[src/mon_pkg.sv]
package mon_pkg;

    // Fixed point and field widths.
    localparam int FRAC_BITS = 8;
    localparam int IN_W      = 16;
    localparam int VAL_W     = 25;
    localparam int CFG_W     = 16;
    localparam int CFG_IDX_W = 1;
    localparam int AXES      = 3;
    localparam int AX_W      = 2;
    localparam int RATE_FRAC = 16;

    // Internal arithmetic widths.
    localparam int D_W    = VAL_W + 1;
    localparam int MUL_W  = D_W + 1;
    localparam int PROD_W = 2 * MUL_W;
    localparam int SQ_W   = 2 * D_W;
    localparam int ROOT_W = SQ_W / 2;
    localparam int Q_W    = RATE_FRAC + 3;
    localparam int CNT_W  = $clog2(ROOT_W);

    // Configuration register indexes.
    localparam logic [CFG_IDX_W-1:0] CFG_RATE = CFG_IDX_W'(0);
    localparam logic [CFG_IDX_W-1:0] CFG_MIN  = CFG_IDX_W'(1);

    localparam logic [CFG_W-1:0] MIN_STEP_RESET = CFG_W'(50);

    typedef enum logic {
        UM_ROOT = 1'b0,
        UM_DIV  = 1'b1
    } t_unit_mode;

    typedef struct packed {
        logic       start;
        t_unit_mode mode;
    } t_unit_ctrl;

endpackage

[src/mon_in_if.sv]
interface mon_in_if import mon_pkg::*; ();
    logic                   valid;
    logic                   ready;
    logic signed [IN_W-1:0] field_x;
    logic signed [IN_W-1:0] field_y;
    logic signed [IN_W-1:0] field_z;

    modport source (output valid, output field_x, output field_y, output field_z,
                    input ready);
    modport sink   (input valid, input field_x, input field_y, input field_z,
                    output ready);
endinterface

[src/mon_out_if.sv]
interface mon_out_if import mon_pkg::*; ();
    logic                    valid;
    logic                    ready;
    logic signed [VAL_W-1:0] corrected_x;
    logic signed [VAL_W-1:0] corrected_y;
    logic signed [VAL_W-1:0] corrected_z;
    logic signed [VAL_W-1:0] offset_x;
    logic signed [VAL_W-1:0] offset_y;
    logic signed [VAL_W-1:0] offset_z;
    logic                    offset_changed;

    modport source (output valid, output corrected_x, output corrected_y, output corrected_z,
                    output offset_x, output offset_y, output offset_z,
                    output offset_changed, input ready);
    modport sink   (input valid, input corrected_x, input corrected_y, input corrected_z,
                    input offset_x, input offset_y, input offset_z,
                    input offset_changed, output ready);
endinterface

[src/mag_offset_nulling.sv]
// Channel   Direction  Beat contents
// i_in      in         field_x, field_y, field_z (16 bit signed sensor units)
// o_out     out        corrected_x/y/z, offset_x/y/z (25 bit, 8 fraction bits),
//                      offset_changed
// i_cfg_*   in         write enable, register index, 16 bit data (rate, min step)
//
// One sample is taken at a time; ready is high only while the sequencer is idle.
// With nulling off, or when the sample only becomes the first reference, the result
// is registered directly after the path state; a step at or below the threshold is
// registered after its squared step is compared with the squared threshold. A bias update
// adds three square roots (26 steps each) and a divide (19 steps) in the shared root/divide unit.
// The next sample can be taken in the cycle after its predecessor's result is
// registered. The result sits in an output register; a result still waiting for
// the sink holds the next sample in its final state.
// Reset is synchronous and clears state, configuration, bias, reference and output
// valid to their defaults; no clearing pass is needed.
module mag_offset_nulling import mon_pkg::*; (
    input  logic                 i_clk,
    input  logic                 i_rst_n,
    input  logic                 i_cfg_we,
    input  logic [CFG_IDX_W-1:0] i_cfg_idx,
    input  logic [CFG_W-1:0]     i_cfg_wdata,
    mon_in_if.sink               i_in,
    mon_out_if.source            o_out
);

    localparam int SAMP_W = IN_W + FRAC_BITS;
    localparam int EXT_W  = 40;
    localparam int TM_W   = PROD_W - RATE_FRAC;

    localparam logic signed [EXT_W-1:0] VAL_HI = EXT_W'((64'sd1 <<< (VAL_W - 1)) - 64'sd1);
    localparam logic signed [EXT_W-1:0] VAL_LO = -VAL_HI - EXT_W'(1);
    localparam logic [PROD_W-1:0]       ROUND_HALF = PROD_W'(1) << (RATE_FRAC - 1);

    // Which vector the square/accumulate pass works on, and which root it feeds.
    localparam logic [AX_W-1:0] PASS_D    = AX_W'(0);
    localparam logic [AX_W-1:0] PASS_REF  = AX_W'(1);
    localparam logic [AX_W-1:0] PASS_CORR = AX_W'(2);
    localparam logic [AX_W-1:0] LAST_AX   = AX_W'(AXES - 1);

    typedef enum logic [13:0] {
        ST_IDLE       = 14'b00000000000001,
        ST_PATH       = 14'b00000000000010,
        ST_SQ_ISSUE   = 14'b00000000000100,
        ST_SQ_ACC     = 14'b00000000001000,
        ST_LIM_ISSUE  = 14'b00000000010000,
        ST_LIM_CMP    = 14'b00000000100000,
        ST_ROOT_START = 14'b00000001000000,
        ST_ROOT_WAIT  = 14'b00000010000000,
        ST_RATE_ISSUE = 14'b00000100000000,
        ST_RATE_TAKE  = 14'b00001000000000,
        ST_DIV_WAIT   = 14'b00010000000000,
        ST_TERM_ISSUE = 14'b00100000000000,
        ST_TERM_ADD   = 14'b01000000000000,
        ST_DONE       = 14'b10000000000000
    } t_state;

    function automatic logic signed [VAL_W-1:0] sat_val(input logic signed [EXT_W-1:0] v);
        logic signed [EXT_W-1:0] c;
        c = v;
        if (v > VAL_HI) begin
            c = VAL_HI;
        end else if (v < VAL_LO) begin
            c = VAL_LO;
        end
        return c[VAL_W-1:0];
    endfunction

    t_state                   r_state;
    logic [CFG_W-1:0]         r_rate;
    logic [CFG_W-1:0]         r_min;
    logic signed [VAL_W-1:0]  r_bias [AXES];
    logic signed [VAL_W-1:0]  r_ref  [AXES];
    logic signed [VAL_W-1:0]  r_corr [AXES];
    logic signed [D_W-1:0]    r_d    [AXES];
    logic [SQ_W-1:0]          r_ss   [AXES];
    logic [ROOT_W-1:0]        r_root [AXES];
    logic [SQ_W-1:0]          r_acc;
    logic [AX_W-1:0]          r_ax;
    logic [AX_W-1:0]          r_pass;
    logic                     r_qneg;
    logic signed [Q_W-1:0]    r_s;
    logic                     r_chg;

    logic                     r_ov;
    logic signed [VAL_W-1:0]  r_out_corr [AXES];
    logic signed [VAL_W-1:0]  r_out_off  [AXES];
    logic                     r_out_chg;

    logic signed [IN_W-1:0]   w_field   [AXES];
    logic signed [SAMP_W-1:0] w_samp    [AXES];
    logic signed [VAL_W-1:0]  w_corr_in [AXES];
    logic                     w_ref_zero;

    logic signed [MUL_W-1:0]  w_mul_a;
    logic signed [MUL_W-1:0]  w_mul_b;
    logic signed [PROD_W-1:0] w_prod;
    logic signed [D_W-1:0]    w_sq_op;
    logic signed [MUL_W-1:0]  w_ndiff;
    logic [PROD_W-1:0]        w_pmag;
    logic [PROD_W-1:0]        w_prnd;
    logic [TM_W-1:0]          w_tmag;
    logic signed [EXT_W-1:0]  w_term;
    logic signed [VAL_W-1:0]  w_bias_new;

    t_unit_ctrl               w_uctrl;
    logic [SQ_W-1:0]          w_uopa;
    logic [ROOT_W-1:0]        w_uopb;
    logic                     w_done;
    logic [ROOT_W-1:0]        w_res;
    logic [Q_W-1:0]           w_q;

    assign w_field[0] = i_in.field_x;
    assign w_field[1] = i_in.field_y;
    assign w_field[2] = i_in.field_z;

    // Corrected sample: the input moved to fixed point, minus the old bias
    // when nulling is enabled, saturated to the output width.
    always_comb begin
        for (int k = 0; k < AXES; k++) begin
            w_samp[k] = $signed({w_field[k], {FRAC_BITS{1'b0}}});
            if (r_rate == '0) begin
                w_corr_in[k] = VAL_W'(w_samp[k]);
            end else begin
                w_corr_in[k] = sat_val(EXT_W'(w_samp[k]) - EXT_W'(r_bias[k]));
            end
        end
    end

    // An all-zero reference means no reference has been captured yet.
    assign w_ref_zero = (r_ref[0] == '0) && (r_ref[1] == '0) && (r_ref[2] == '0);

    always_comb begin
        case (r_pass)
            PASS_D:    w_sq_op = r_d[r_ax];
            PASS_REF:  w_sq_op = D_W'(r_ref[r_ax]);
            PASS_CORR: w_sq_op = D_W'(r_corr[r_ax]);
            default:   w_sq_op = '0;
        endcase
    end

    // Difference of the reference norm and the sample norm.
    assign w_ndiff = $signed({1'b0, r_root[PASS_REF]}) - $signed({1'b0, r_root[PASS_CORR]});

    // The shared multiplier squares vector components, forms the squared
    // threshold, scales the norm difference by the rate and forms each bias term.
    always_comb begin
        unique case (r_state)
            ST_SQ_ISSUE: begin
                w_mul_a = MUL_W'(w_sq_op);
                w_mul_b = MUL_W'(w_sq_op);
            end
            ST_LIM_ISSUE: begin
                w_mul_a = $signed(MUL_W'({r_min, {FRAC_BITS{1'b0}}}));
                w_mul_b = $signed(MUL_W'({r_min, {FRAC_BITS{1'b0}}}));
            end
            ST_RATE_ISSUE: begin
                w_mul_a = $signed(MUL_W'(r_rate));
                w_mul_b = w_ndiff;
            end
            ST_TERM_ISSUE: begin
                w_mul_a = MUL_W'(r_d[r_ax]);
                w_mul_b = MUL_W'(r_s);
            end
            default: begin
                w_mul_a = '0;
                w_mul_b = '0;
            end
        endcase
    end

    mon_mul u_mul (
        .i_clk  (i_clk),
        .i_a    (w_mul_a),
        .i_b    (w_mul_b),
        .o_prod (w_prod)
    );

    // Magnitude of the registered product: the divide works on it, and the
    // bias term rounds it to nearest with halves away from zero.
    assign w_pmag     = w_prod[PROD_W-1] ? PROD_W'(-w_prod) : PROD_W'(w_prod);
    assign w_prnd     = w_pmag + ROUND_HALF;
    assign w_tmag     = w_prnd[PROD_W-1:RATE_FRAC];
    assign w_term     = w_prod[PROD_W-1] ? -$signed(EXT_W'(w_tmag)) : $signed(EXT_W'(w_tmag));
    assign w_bias_new = sat_val(EXT_W'(r_bias[r_ax]) + w_term);

    always_comb begin
        w_uctrl.start = 1'b0;
        w_uctrl.mode  = UM_ROOT;
        w_uopa        = r_ss[r_pass];
        w_uopb        = r_root[PASS_D];
        if (r_state == ST_ROOT_START) begin
            w_uctrl.start = 1'b1;
        end else if (r_state == ST_RATE_TAKE) begin
            w_uctrl.start = 1'b1;
            w_uctrl.mode  = UM_DIV;
            w_uopa        = w_pmag[SQ_W-1:0];
        end
    end

    mon_sqdiv u_sqdiv (
        .i_clk    (i_clk),
        .i_rst_n  (i_rst_n),
        .i_ctrl   (w_uctrl),
        .i_opa    (w_uopa),
        .i_opb    (w_uopb),
        .o_done   (w_done),
        .o_result (w_res)
    );

    assign w_q = w_res[Q_W-1:0];

    always_ff @(posedge i_clk) begin
        if (!i_rst_n) begin
            r_state <= ST_IDLE;
            r_rate  <= '0;
            r_min   <= MIN_STEP_RESET;
            r_ov    <= 1'b0;
            for (int k = 0; k < AXES; k++) begin
                r_bias[k] <= '0;
                r_ref[k]  <= '0;
            end
        end else begin
            if (i_cfg_we) begin
                unique case (i_cfg_idx)
                    CFG_RATE: r_rate <= i_cfg_wdata;
                    CFG_MIN:  r_min  <= i_cfg_wdata;
                endcase
            end

            // The output register refills from the final state, which may happen at
            // the same edge as the sink takes the beat it holds.
            if (r_state == ST_DONE && (!r_ov || o_out.ready)) begin
                r_ov <= 1'b1;
            end else if (r_ov && o_out.ready) begin
                r_ov <= 1'b0;
            end

            unique case (r_state)
                ST_IDLE: begin
                    if (i_in.valid) begin
                        for (int k = 0; k < AXES; k++) begin
                            r_corr[k] <= w_corr_in[k];
                        end
                        r_state <= ST_PATH;
                    end
                end
                ST_PATH: begin
                    r_chg  <= 1'b0;
                    r_ax   <= '0;
                    r_pass <= PASS_D;
                    r_acc  <= '0;
                    for (int k = 0; k < AXES; k++) begin
                        r_d[k] <= D_W'(r_ref[k]) - D_W'(r_corr[k]);
                    end
                    if (r_rate == '0) begin
                        r_state <= ST_DONE;
                    end else if (w_ref_zero) begin
                        for (int k = 0; k < AXES; k++) begin
                            r_ref[k] <= r_corr[k];
                        end
                        r_state <= ST_DONE;
                    end else begin
                        r_state <= ST_SQ_ISSUE;
                    end
                end
                ST_SQ_ISSUE: begin
                    r_state <= ST_SQ_ACC;
                end
                ST_SQ_ACC: begin
                    if (r_ax == LAST_AX) begin
                        r_ss[r_pass] <= r_acc + w_prod[SQ_W-1:0];
                        r_acc        <= '0;
                        r_ax         <= '0;
                        if (r_pass == PASS_D) begin
                            r_state <= ST_LIM_ISSUE;
                        end else if (r_pass == PASS_REF) begin
                            r_pass  <= PASS_CORR;
                            r_state <= ST_SQ_ISSUE;
                        end else begin
                            r_pass  <= PASS_D;
                            r_state <= ST_ROOT_START;
                        end
                    end else begin
                        r_acc   <= r_acc + w_prod[SQ_W-1:0];
                        r_ax    <= r_ax + AX_W'(1);
                        r_state <= ST_SQ_ISSUE;
                    end
                end
                ST_LIM_ISSUE: begin
                    r_state <= ST_LIM_CMP;
                end
                ST_LIM_CMP: begin
                    // Squares are compared exactly, so no rounded root enters the test.
                    if (r_ss[PASS_D] > w_prod[SQ_W-1:0]) begin
                        r_pass  <= PASS_REF;
                        r_state <= ST_SQ_ISSUE;
                    end else begin
                        r_state <= ST_DONE;
                    end
                end
                ST_ROOT_START: begin
                    r_state <= ST_ROOT_WAIT;
                end
                ST_ROOT_WAIT: begin
                    if (w_done) begin
                        r_root[r_pass] <= w_res;
                        if (r_pass == PASS_CORR) begin
                            r_state <= ST_RATE_ISSUE;
                        end else begin
                            r_pass  <= r_pass + AX_W'(1);
                            r_state <= ST_ROOT_START;
                        end
                    end
                end
                ST_RATE_ISSUE: begin
                    r_state <= ST_RATE_TAKE;
                end
                ST_RATE_TAKE: begin
                    r_qneg  <= w_prod[PROD_W-1];
                    r_state <= ST_DIV_WAIT;
                end
                ST_DIV_WAIT: begin
                    if (w_done) begin
                        // Quotient of the magnitudes, signed afterwards: truncation
                        // goes toward zero.
                        r_s     <= r_qneg ? $signed(Q_W'(-w_q)) : $signed(w_q);
                        r_ax    <= '0;
                        r_state <= ST_TERM_ISSUE;
                    end
                end
                ST_TERM_ISSUE: begin
                    r_state <= ST_TERM_ADD;
                end
                ST_TERM_ADD: begin
                    r_bias[r_ax] <= w_bias_new;
                    if (r_ax == LAST_AX) begin
                        for (int k = 0; k < AXES; k++) begin
                            r_ref[k] <= r_corr[k];
                        end
                        r_chg   <= 1'b1;
                        r_state <= ST_DONE;
                    end else begin
                        r_ax    <= r_ax + AX_W'(1);
                        r_state <= ST_TERM_ISSUE;
                    end
                end
                ST_DONE: begin
                    if (!r_ov || o_out.ready) begin
                        for (int k = 0; k < AXES; k++) begin
                            r_out_corr[k] <= r_corr[k];
                            r_out_off[k]  <= r_bias[k];
                        end
                        r_out_chg <= r_chg;
                        r_state   <= ST_IDLE;
                    end
                end
                default: begin
                    r_state <= ST_IDLE;
                end
            endcase
        end
    end

    assign i_in.ready = (r_state == ST_IDLE);

    assign o_out.valid          = r_ov;
    assign o_out.corrected_x    = r_out_corr[0];
    assign o_out.corrected_y    = r_out_corr[1];
    assign o_out.corrected_z    = r_out_corr[2];
    assign o_out.offset_x       = r_out_off[0];
    assign o_out.offset_y       = r_out_off[1];
    assign o_out.offset_z       = r_out_off[2];
    assign o_out.offset_changed = r_out_chg;

    a_accept_path: assert property (@(posedge i_clk) disable iff (!i_rst_n)
        i_in.valid && i_in.ready |=> r_state == ST_PATH)
        else $error("accepted beat did not start the sequence");

    a_done_wait: assert property (@(posedge i_clk) disable iff (!i_rst_n)
        w_done |-> (r_state == ST_ROOT_WAIT || r_state == ST_DIV_WAIT))
        else $error("root/divide result arrived outside a wait state");

endmodule

[src/mon_mul.sv]
module mon_mul import mon_pkg::*; (
    input  logic                     i_clk,
    input  logic signed [MUL_W-1:0]  i_a,
    input  logic signed [MUL_W-1:0]  i_b,
    output logic signed [PROD_W-1:0] o_prod
);

    logic signed [PROD_W-1:0] r_prod;

    always_ff @(posedge i_clk) begin
        r_prod <= PROD_W'(i_a) * PROD_W'(i_b);
    end

    assign o_prod = r_prod;

endmodule

[src/mon_sqdiv.sv]
module mon_sqdiv import mon_pkg::*; (
    input  logic              i_clk,
    input  logic              i_rst_n,
    input  t_unit_ctrl        i_ctrl,
    input  logic [SQ_W-1:0]   i_opa,
    input  logic [ROOT_W-1:0] i_opb,
    output logic              o_done,
    output logic [ROOT_W-1:0] o_result
);

    logic             r_busy;
    logic             r_done;
    logic [CNT_W-1:0] r_cnt;
    t_unit_mode       r_mode;
    logic [SQ_W-1:0]  r_v;
    logic [SQ_W-1:0]  r_res;
    logic [SQ_W-1:0]  r_bit;

    logic [SQ_W-1:0]  w_b;
    logic             w_ge;
    logic [SQ_W-1:0]  w_diff;

    // One compare and subtract serves both the root digit and the quotient bit.
    assign w_b    = (r_mode == UM_ROOT) ? (r_res + r_bit) : r_bit;
    assign w_ge   = (r_v >= w_b);
    assign w_diff = r_v - w_b;

    always_ff @(posedge i_clk) begin
        if (!i_rst_n) begin
            r_busy <= 1'b0;
            r_done <= 1'b0;
            r_cnt  <= '0;
        end else begin
            r_done <= 1'b0;
            if (i_ctrl.start) begin
                r_busy <= 1'b1;
                r_cnt  <= (i_ctrl.mode == UM_ROOT) ? CNT_W'(ROOT_W - 1) : CNT_W'(Q_W - 1);
            end else if (r_busy) begin
                if (r_cnt == '0) begin
                    r_busy <= 1'b0;
                    r_done <= 1'b1;
                end else begin
                    r_cnt <= r_cnt - CNT_W'(1);
                end
            end
        end
    end

    always_ff @(posedge i_clk) begin
        if (i_ctrl.start) begin
            r_mode <= i_ctrl.mode;
            r_v    <= i_opa;
            r_res  <= '0;
            if (i_ctrl.mode == UM_ROOT) begin
                r_bit <= SQ_W'(1) << (SQ_W - 2);
            end else begin
                r_bit <= SQ_W'(i_opb) << (Q_W - 1);
            end
        end else if (r_busy) begin
            if (w_ge) begin
                r_v <= w_diff;
            end
            if (r_mode == UM_ROOT) begin
                r_res <= w_ge ? ((r_res >> 1) + r_bit) : (r_res >> 1);
                r_bit <= r_bit >> 2;
            end else begin
                r_res <= {r_res[SQ_W-2:0], w_ge};
                r_bit <= r_bit >> 1;
            end
        end
    end

    assign o_done   = r_done;
    assign o_result = r_res[ROOT_W-1:0];

    a_start_busy: assert property (@(posedge i_clk) disable iff (!i_rst_n)
        i_ctrl.start |=> r_busy)
        else $error("unit not busy after start");

    a_done_idle: assert property (@(posedge i_clk) disable iff (!i_rst_n)
        r_done |-> !r_busy)
        else $error("unit done while still busy");

endmodule
[src/flat_wrapper.sv]
// flat-port wrapper written by rule: the top's interface ports become plain ports
module mag_offset_nulling_flat import mon_pkg::*;
  (i_clk, i_rst_n, i_cfg_we, i_cfg_idx, i_cfg_wdata, i_in_valid, i_in_field_x, i_in_field_y, i_in_field_z, i_in_ready, o_out_valid, o_out_corrected_x, o_out_corrected_y, o_out_corrected_z, o_out_offset_x, o_out_offset_y, o_out_offset_z, o_out_offset_changed, o_out_ready);
  mon_in_if i_in_i ();
  mon_out_if o_out_i ();
  input  logic i_clk;
  input  logic i_rst_n;
  input  logic i_cfg_we;
  input  logic [CFG_IDX_W-1:0] i_cfg_idx;
  input  logic [CFG_W-1:0] i_cfg_wdata;
  input wire logic [$bits(i_in_i.valid)-1:0] i_in_valid;
  input wire logic [$bits(i_in_i.field_x)-1:0] i_in_field_x;
  input wire logic [$bits(i_in_i.field_y)-1:0] i_in_field_y;
  input wire logic [$bits(i_in_i.field_z)-1:0] i_in_field_z;
  output wire logic [$bits(i_in_i.ready)-1:0] i_in_ready;
  output wire logic [$bits(o_out_i.valid)-1:0] o_out_valid;
  output wire logic [$bits(o_out_i.corrected_x)-1:0] o_out_corrected_x;
  output wire logic [$bits(o_out_i.corrected_y)-1:0] o_out_corrected_y;
  output wire logic [$bits(o_out_i.corrected_z)-1:0] o_out_corrected_z;
  output wire logic [$bits(o_out_i.offset_x)-1:0] o_out_offset_x;
  output wire logic [$bits(o_out_i.offset_y)-1:0] o_out_offset_y;
  output wire logic [$bits(o_out_i.offset_z)-1:0] o_out_offset_z;
  output wire logic [$bits(o_out_i.offset_changed)-1:0] o_out_offset_changed;
  input wire logic [$bits(o_out_i.ready)-1:0] o_out_ready;
  assign i_in_i.valid = i_in_valid;
  assign i_in_i.field_x = i_in_field_x;
  assign i_in_i.field_y = i_in_field_y;
  assign i_in_i.field_z = i_in_field_z;
  assign i_in_ready = i_in_i.ready;
  assign o_out_valid = o_out_i.valid;
  assign o_out_corrected_x = o_out_i.corrected_x;
  assign o_out_corrected_y = o_out_i.corrected_y;
  assign o_out_corrected_z = o_out_i.corrected_z;
  assign o_out_offset_x = o_out_i.offset_x;
  assign o_out_offset_y = o_out_i.offset_y;
  assign o_out_offset_z = o_out_i.offset_z;
  assign o_out_offset_changed = o_out_i.offset_changed;
  assign o_out_i.ready = o_out_ready;
  mag_offset_nulling u_core (.i_clk(i_clk), .i_rst_n(i_rst_n), .i_cfg_we(i_cfg_we), .i_cfg_idx(i_cfg_idx), .i_cfg_wdata(i_cfg_wdata), .i_in(i_in_i), .o_out(o_out_i));
endmodule
[config.mk]
export PLATFORM = sky130hd
export DESIGN_NAME = mag_offset_nulling_flat
export DESIGN_NICKNAME = d
export VERILOG_FILES = /design/src/mon_pkg.sv /design/src/mon_in_if.sv /design/src/mon_out_if.sv /design/src/mag_offset_nulling.sv /design/src/mon_mul.sv /design/src/mon_sqdiv.sv /design/src/flat_wrapper.sv
export SDC_FILE = /design/constraint.sdc
export NUM_CORES = 2
export LEC_CHECK = 0
export BUFFER_PORTS_ARGS = -buffer_cell sky130_fd_sc_hd__buf_4
export CORE_MARGIN = 10
export CORE_UTILIZATION = 68
export CTS_BUF_LIST = sky130_fd_sc_hd__clkbuf_8
export DETAILED_ROUTE_END_ITERATION = 8
export GPL_ROUTABILITY_DRIVEN = 0
export PLACE_DENSITY = 0.84
export REMOVE_ABC_BUFFERS = 1
export SYNTH_ARGS = -nofsm -noshare
export SYNTH_HDL_FRONTEND = slang
export SYNTH_SLANG_ARGS = --single-unit
export TNS_END_PERCENT = 5
[constraint.sdc]
create_clock -name i_clk -period 26.8 [get_ports i_clk]
set_input_delay 4.02 -clock i_clk [delete_from_list [all_inputs] [get_ports i_clk]]
set_output_delay 4.02 -clock i_clk [all_outputs]
set_load 0.05 [all_outputs]
# --- Word-level counts from Yosys, hierarchy flattened ---
# Memories as Yosys holds them, arrays and structs flattened. A register that Yosys moved wholly into a read port is not among the register bits.
# Index checks and enable logic that the tools add are counted.
word_totals:
  regBits: 343
  mem_bits_rw: 687
  input_bits: 70
  output_inout_bits: 153
  wordCells: 242
  memories: 8
memory_table:
  columns: ["name", "depth", "word_bits", "rd", "rd_ports_with_merged_regs", "write_ports", "line_no", "text"]
  rows:
  - ["u_core.r_ss", 3, 52, 2, 1, 1, "mag_offset_nulling.sv:76", "logic [SQ_W-1:0] r_ss [AXES];"]
  - ["u_core.r_d", 3, 26, 1, 1, 3, "mag_offset_nulling.sv:75", "logic signed [D_W-1:0] r_d [AXES];"]
  - ["u_core.r_root", 3, 26, 3, 0, 1, "mag_offset_nulling.sv:77", "logic [ROOT_W-1:0] r_root [AXES];"]
  - ["u_core.r_bias", 3, 25, 4, 1, 3, "mag_offset_nulling.sv:72", "logic signed [VAL_W-1:0] r_bias [AXES];"]
  - ["u_core.r_corr", 3, 25, 4, 1, 3, "mag_offset_nulling.sv:74", "logic signed [VAL_W-1:0] r_corr [AXES];"]
  - ["u_core.r_out_corr", 3, 25, 3, 0, 3, "mag_offset_nulling.sv:86", "logic signed [VAL_W-1:0] r_out_corr [AXES];"]
  - ["+2 memories", null, null, null, null, null, null, null]
op_classes:
  add_sub_neg: 19
  mul: 1
  n_lt_le_gt_ge: 10
  eq_ne: 28
  n_mux: 115
  bitwise_logic: 9
  n_reduce_logical: 33
op_table:
  columns: ["cell", "count"]
  rows:
  - ["52-bit 2-to-1 mux", 11]
  - ["25-bit 2-to-1 mux", 18]
  - ["27-bit case mux with 4 select lines", 2]
  - ["14-bit case mux with 14 select lines", 1]
  - ["14-bit 2-to-1 mux", 10]
  - ["52-bit adder", 2]
  - ["52-bit case mux with 2 select lines", 1]
  - ["51-bit 2-to-1 mux", 2]
  - ["26-bit by 25-bit greater-than comparator with 1-bit output (second input constant)", 3]
  - ["26-bit by 25-bit less-than comparator with 1-bit output (second input constant)", 3]
  - ["26-bit case mux with 3 select lines", 1]
  - ["24-bit by 25-bit subtractor with 26-bit output", 3]
  - ["25-bit by 25-bit subtractor with 26-bit output", 3]
  - ["25-bit logical NOT", 3]
  - ["54-bit by 16-bit adder with 54-bit output (second input constant)", 1]
  - ["27-bit by 27-bit multiplier with 54-bit output", 1]
  - ["54-bit 2-to-1 mux", 1]
  - ["54-bit negation", 1]
  - ["51-bit by 52-bit adder with 52-bit output", 1]
  - ["52-bit >= comparator", 1]
  - ["52-bit greater-than comparator", 1]
  - ["52-bit subtractor", 1]
  - ["1-bit 2-to-1 mux", 41]
  - ["25-bit by 40-bit adder with 40-bit output", 1]
  - ["other kinds (50)", 102]

# --- Logic depth before layout (Yosys ltp) ---
# An unclocked memory read counts as a cell.
logic_depth:
  ltp_word: 11
  mapped_depth: 46
  mapped_depth_nobuf: 45

# --- Modules after synthesis ---
# Synthesis repeated with hierarchy kept, for this count alone.
hier_totals:
  hier_cells: 10106
  hier_area_um2: 95796.9
modules_own_cells:
  columns: ["module", "n_inst", "cells_each", "area_per_inst_um2", "seq_area_each_um2"]
  rows:
  - ["mag_offset_nulling", 1, 4950, 51125.3, 24743.7]
  - ["mon_mul", 1, 2957, 27417.5, 1081.0]
  - ["mon_sqdiv", 1, 2199, 17254.0, 4304.1]

# --- Worst setup path before layout ---
# OpenSTA, ideal clock, no wires.
synth_timing:
  path_type: "input-to-reg"
  from: "input port i_rst_n"
  to: "memory u_core.r_out_corr[0][0], enable pin"
  setup_ns: 0.874
  t_arrival_ns: 15.189
  t_required_ns: 25.926
  path_slack_ns: 10.737
  cell_stages: 3
  path_buffers: 1
  cell_sequence: "inv_1 clkbuf_1 nor3b_1"
synth_lines:
  columns: ["item", "line_no", "text"]
  rows:
  - ["start, declared", "flat_wrapper.sv:7", "input logic i_rst_n;"]
  - ["end, declared", "mag_offset_nulling.sv:86", null]

==> results.tsv <==
metric	value	unit
outcome	finished clean	
endpoints failing setup	0	
fmax	83.4	MHz
Total GRT Usage	37.1	%
dpl hpwl	213000	µm
Clock Tree Buf Depth	3	
setup TNS	0	ns
Synth async-reset ratio	0	%
Final ANT Viol Nets	0	
fin crit period	11.99	ns
Crit path max-delay family	compound AO/OA/AOI/OAI gates	
vias in the first global route	76500	
drt wl/cell	24.5	µm
Worst path slowest cell	a21oi_4	
core area	135000	µm²
worst min path class	reg -> reg	
first-pass GRT wire length	438000	µm
crit path launch type	register	
Final nets	11200	
Mapped Cells	9599	
die area	151000	µm²
Final Power	3930	µW
most frequent cells in the layout	1237 x inv_1, 1122 x nand2_1, 894 x edfxtp_1	
Min-Delay Startpoint	u_core.r_corr[0][13]$_DFFE_PP_	
Primary FF master, synth	edfxtp_1	
CP endpoint kind	register	
RSZ-0062 raised after global routing	false	
Core Rows	135	
post-synthesis sequential area ratio	32.6	%
P_leak	0.0449	µW
filler instances	9073	
Min Hold Slack	0.488	ns
pin count of the biggest net entering global routing	151	
PostCTS Resize Cnt	0	
DR pass1 iterations	8	
Clock Tree Root	clkbuf_8	
Die Y	389	µm
CP peak stage delay	0.77	ns
synth unique cells	97	
Syn-to-layout area delta	7.80	%
share of cells above drive strength 1	7.91	%
gr ovfl total	0	
critical path arrival	12.79	ns
slew at the pin closest to its max-slew limit	1.42	ns
Clock Skew	0.0938	ns
maximum vdd ir drop	0.0000612	V
postcts setup bufs	0	
worst reg2reg startpoint	u_core.r_root[1][0]$_DFFE_PP_	
flops & latches, synth	1058	
Data required, critical path	27.60	ns
DRC violations left	0	
Critical path origin	u_core.r_root[1][0]$_DFFE_PP_	
Ys Warns	0	
Port Buf Inserts	222	
initial core utilization	68.4	%
Syn Area/Cell	9.63	µm²
max-slew violations	0	
worst setup path class	reg -> reg	
DR vias	77100	
Slew HR	4.49	%
total of max-cap violations	0	
Initial DRC Count	10400	
initial antenna violation count	21	
DIE WIDTH	389	µm
Clock Latency Late Sink	0.96	ns
final wirelength	285000	µm
pwr/cell area	39.5	nW/µm²
Worst-path clk slew	0.06	ns
Critical path buffers and inverters	5	
Post-synth EDFFs	894	
Synth Cell Area	92500	µm²
Hold Buf Count CTS	0	
Final Cycle Share	44.7	%
CTS Buf Count	171	
commonest non-fill, non-tap cell in the layout	inv_1	
vias per cell	6.62	
CTS tree	yes	
# IOs	223	
most used cell, CP	fa_1	
crit-path max FO	27	
clk sink count	1058	
Hold Fails Final Rpt	0	
CTS H-tree lvls	4	
## flip-flops by register name, summed over array words and instances, names as in the netlist, 14 cells and up, named ones only
name                  flops
u_core.r_acc             52
u_core.r_bias           100
u_core.r_corr            75
u_core.r_d               78
u_core.r_min             16
u_core.r_out_corr        75
u_core.r_out_off         75
u_core.r_rate            16
u_core.r_ref             75
u_core.r_root            78
u_core.r_s               19
u_core.r_ss             156
u_core.r_state           14
u_core.u_mul.o_prod      54
u_core.u_sqdiv.r_bit     51
u_core.u_sqdiv.r_res     52
u_core.u_sqdiv.r_v       52
## power by group
group	leakage (µW)	switching, µW	internal [µW]
clock network	0.00207	723	819
logic	0.0332	313	184
registers	0.00962	66.6	1830
total	0.0449	1100	2830
## through the flow
stage / utilization [%] / setup slack [ns] / instance area, µm² / std cells
6_report: 73.7 / 14.81 / 99700 / 11600
5_1_grt: 73.7 / 14.19 / 99700 / 11600
4_1_cts: 73.7 / 14.96 / 99700 / 11600
3_5_place_dp: 70.9 / 15.18 / 96000 / 11300
3_3_place_gp: 70.9 / 15.24 / 96000 / 11300
2_1_floorplan: - / 10.56 / 91000 / 9206
## Yosys cell counts, drive strengths merged (40+ instances only)
master / number / area share (%)
a21oi: 554 / 3.0
nand2: 1122 / 4.6
o21ai: 502 / 2.7
o211ai: 52 / 0.42
o31ai: 57 / 0.46
a211oi: 43 / 0.35
ha: 623 / 8.4
a31oi: 53 / 0.36
nand4: 60 / 0.41
fa: 753 / 16
nand3: 143 / 0.77
o22ai: 100 / 0.68
a221oi: 56 / 0.53
nor3: 130 / 0.72
nor2: 551 / 2.2
edfxtp: 894 / 29
xor2: 174 / 1.7
inv: 1196 / 4.9
o21bai: 57 / 0.46
a21o: 250 / 2.0
buf: 40 / 0.20
dfxtp: 164 / 3.6
o21a: 45 / 0.37
nor4: 59 / 0.47
mux2i: 158 / 1.7
nand2b: 93 / 0.63
xnor2: 373 / 3.5
clkbuf: 353 / 1.4
nor2b: 92 / 0.62
or3: 41 / 0.28
and2: 223 / 1.5
and3: 61 / 0.41
## final timing paths
path | to | slack (ns) | cells past startpoint
setup / recovery | u_core.u_mul.o_prod[53]$_DFF_P_ | 14.81 | 42
hold / removal | u_core.r_out_corr[0][13]$_DFFE_PP_ | 0.49 | 0
setup reg to reg | u_core.u_mul.o_prod[53]$_DFF_P_ | 14.81 | 42
hold reg to reg | u_core.r_out_corr[0][13]$_DFFE_PP_ | 0.49 | 0
## area by class of cell
class                   instances  area, µm²  share of cell area (%)
flip-flops and latches       1058      30100                    30.2
clock inverters               131       1080                    1.08
clock buffers                 191       2630                    2.64
inverters                    1203       4520                    4.53
multi-input cells            6945      56600                    56.7
diodes                          6       15.0                  0.0151
repair buffers                334       2520                    2.53
well taps                    1781       2230                    2.24
## layer usage
metal | GRT usage [%] | share of wire, %
met5 | 0 | 0.022
met4 | 22.9 | 7.1
met3 | 11.1 | 14
met2 | 55.4 | 43
met1 | 47.4 | 35
## logic make-up (layout without fill, tap and decap cells)
kind of cell	count (synthesis)	count (layout)	share of synthesized area (%)
buf+inv	1596	1859	6.52
simple gates	2714	2714	13.8
other cells	0	6	0
fa+ha+maj	1386	1386	24.8
flops	1058	1058	32.6
mux	213	213	2.68
xor+xnor	547	547	5.19
compound gates	2085	2085	14.4
No activity file was read; power rests on OpenSTA's default activity.
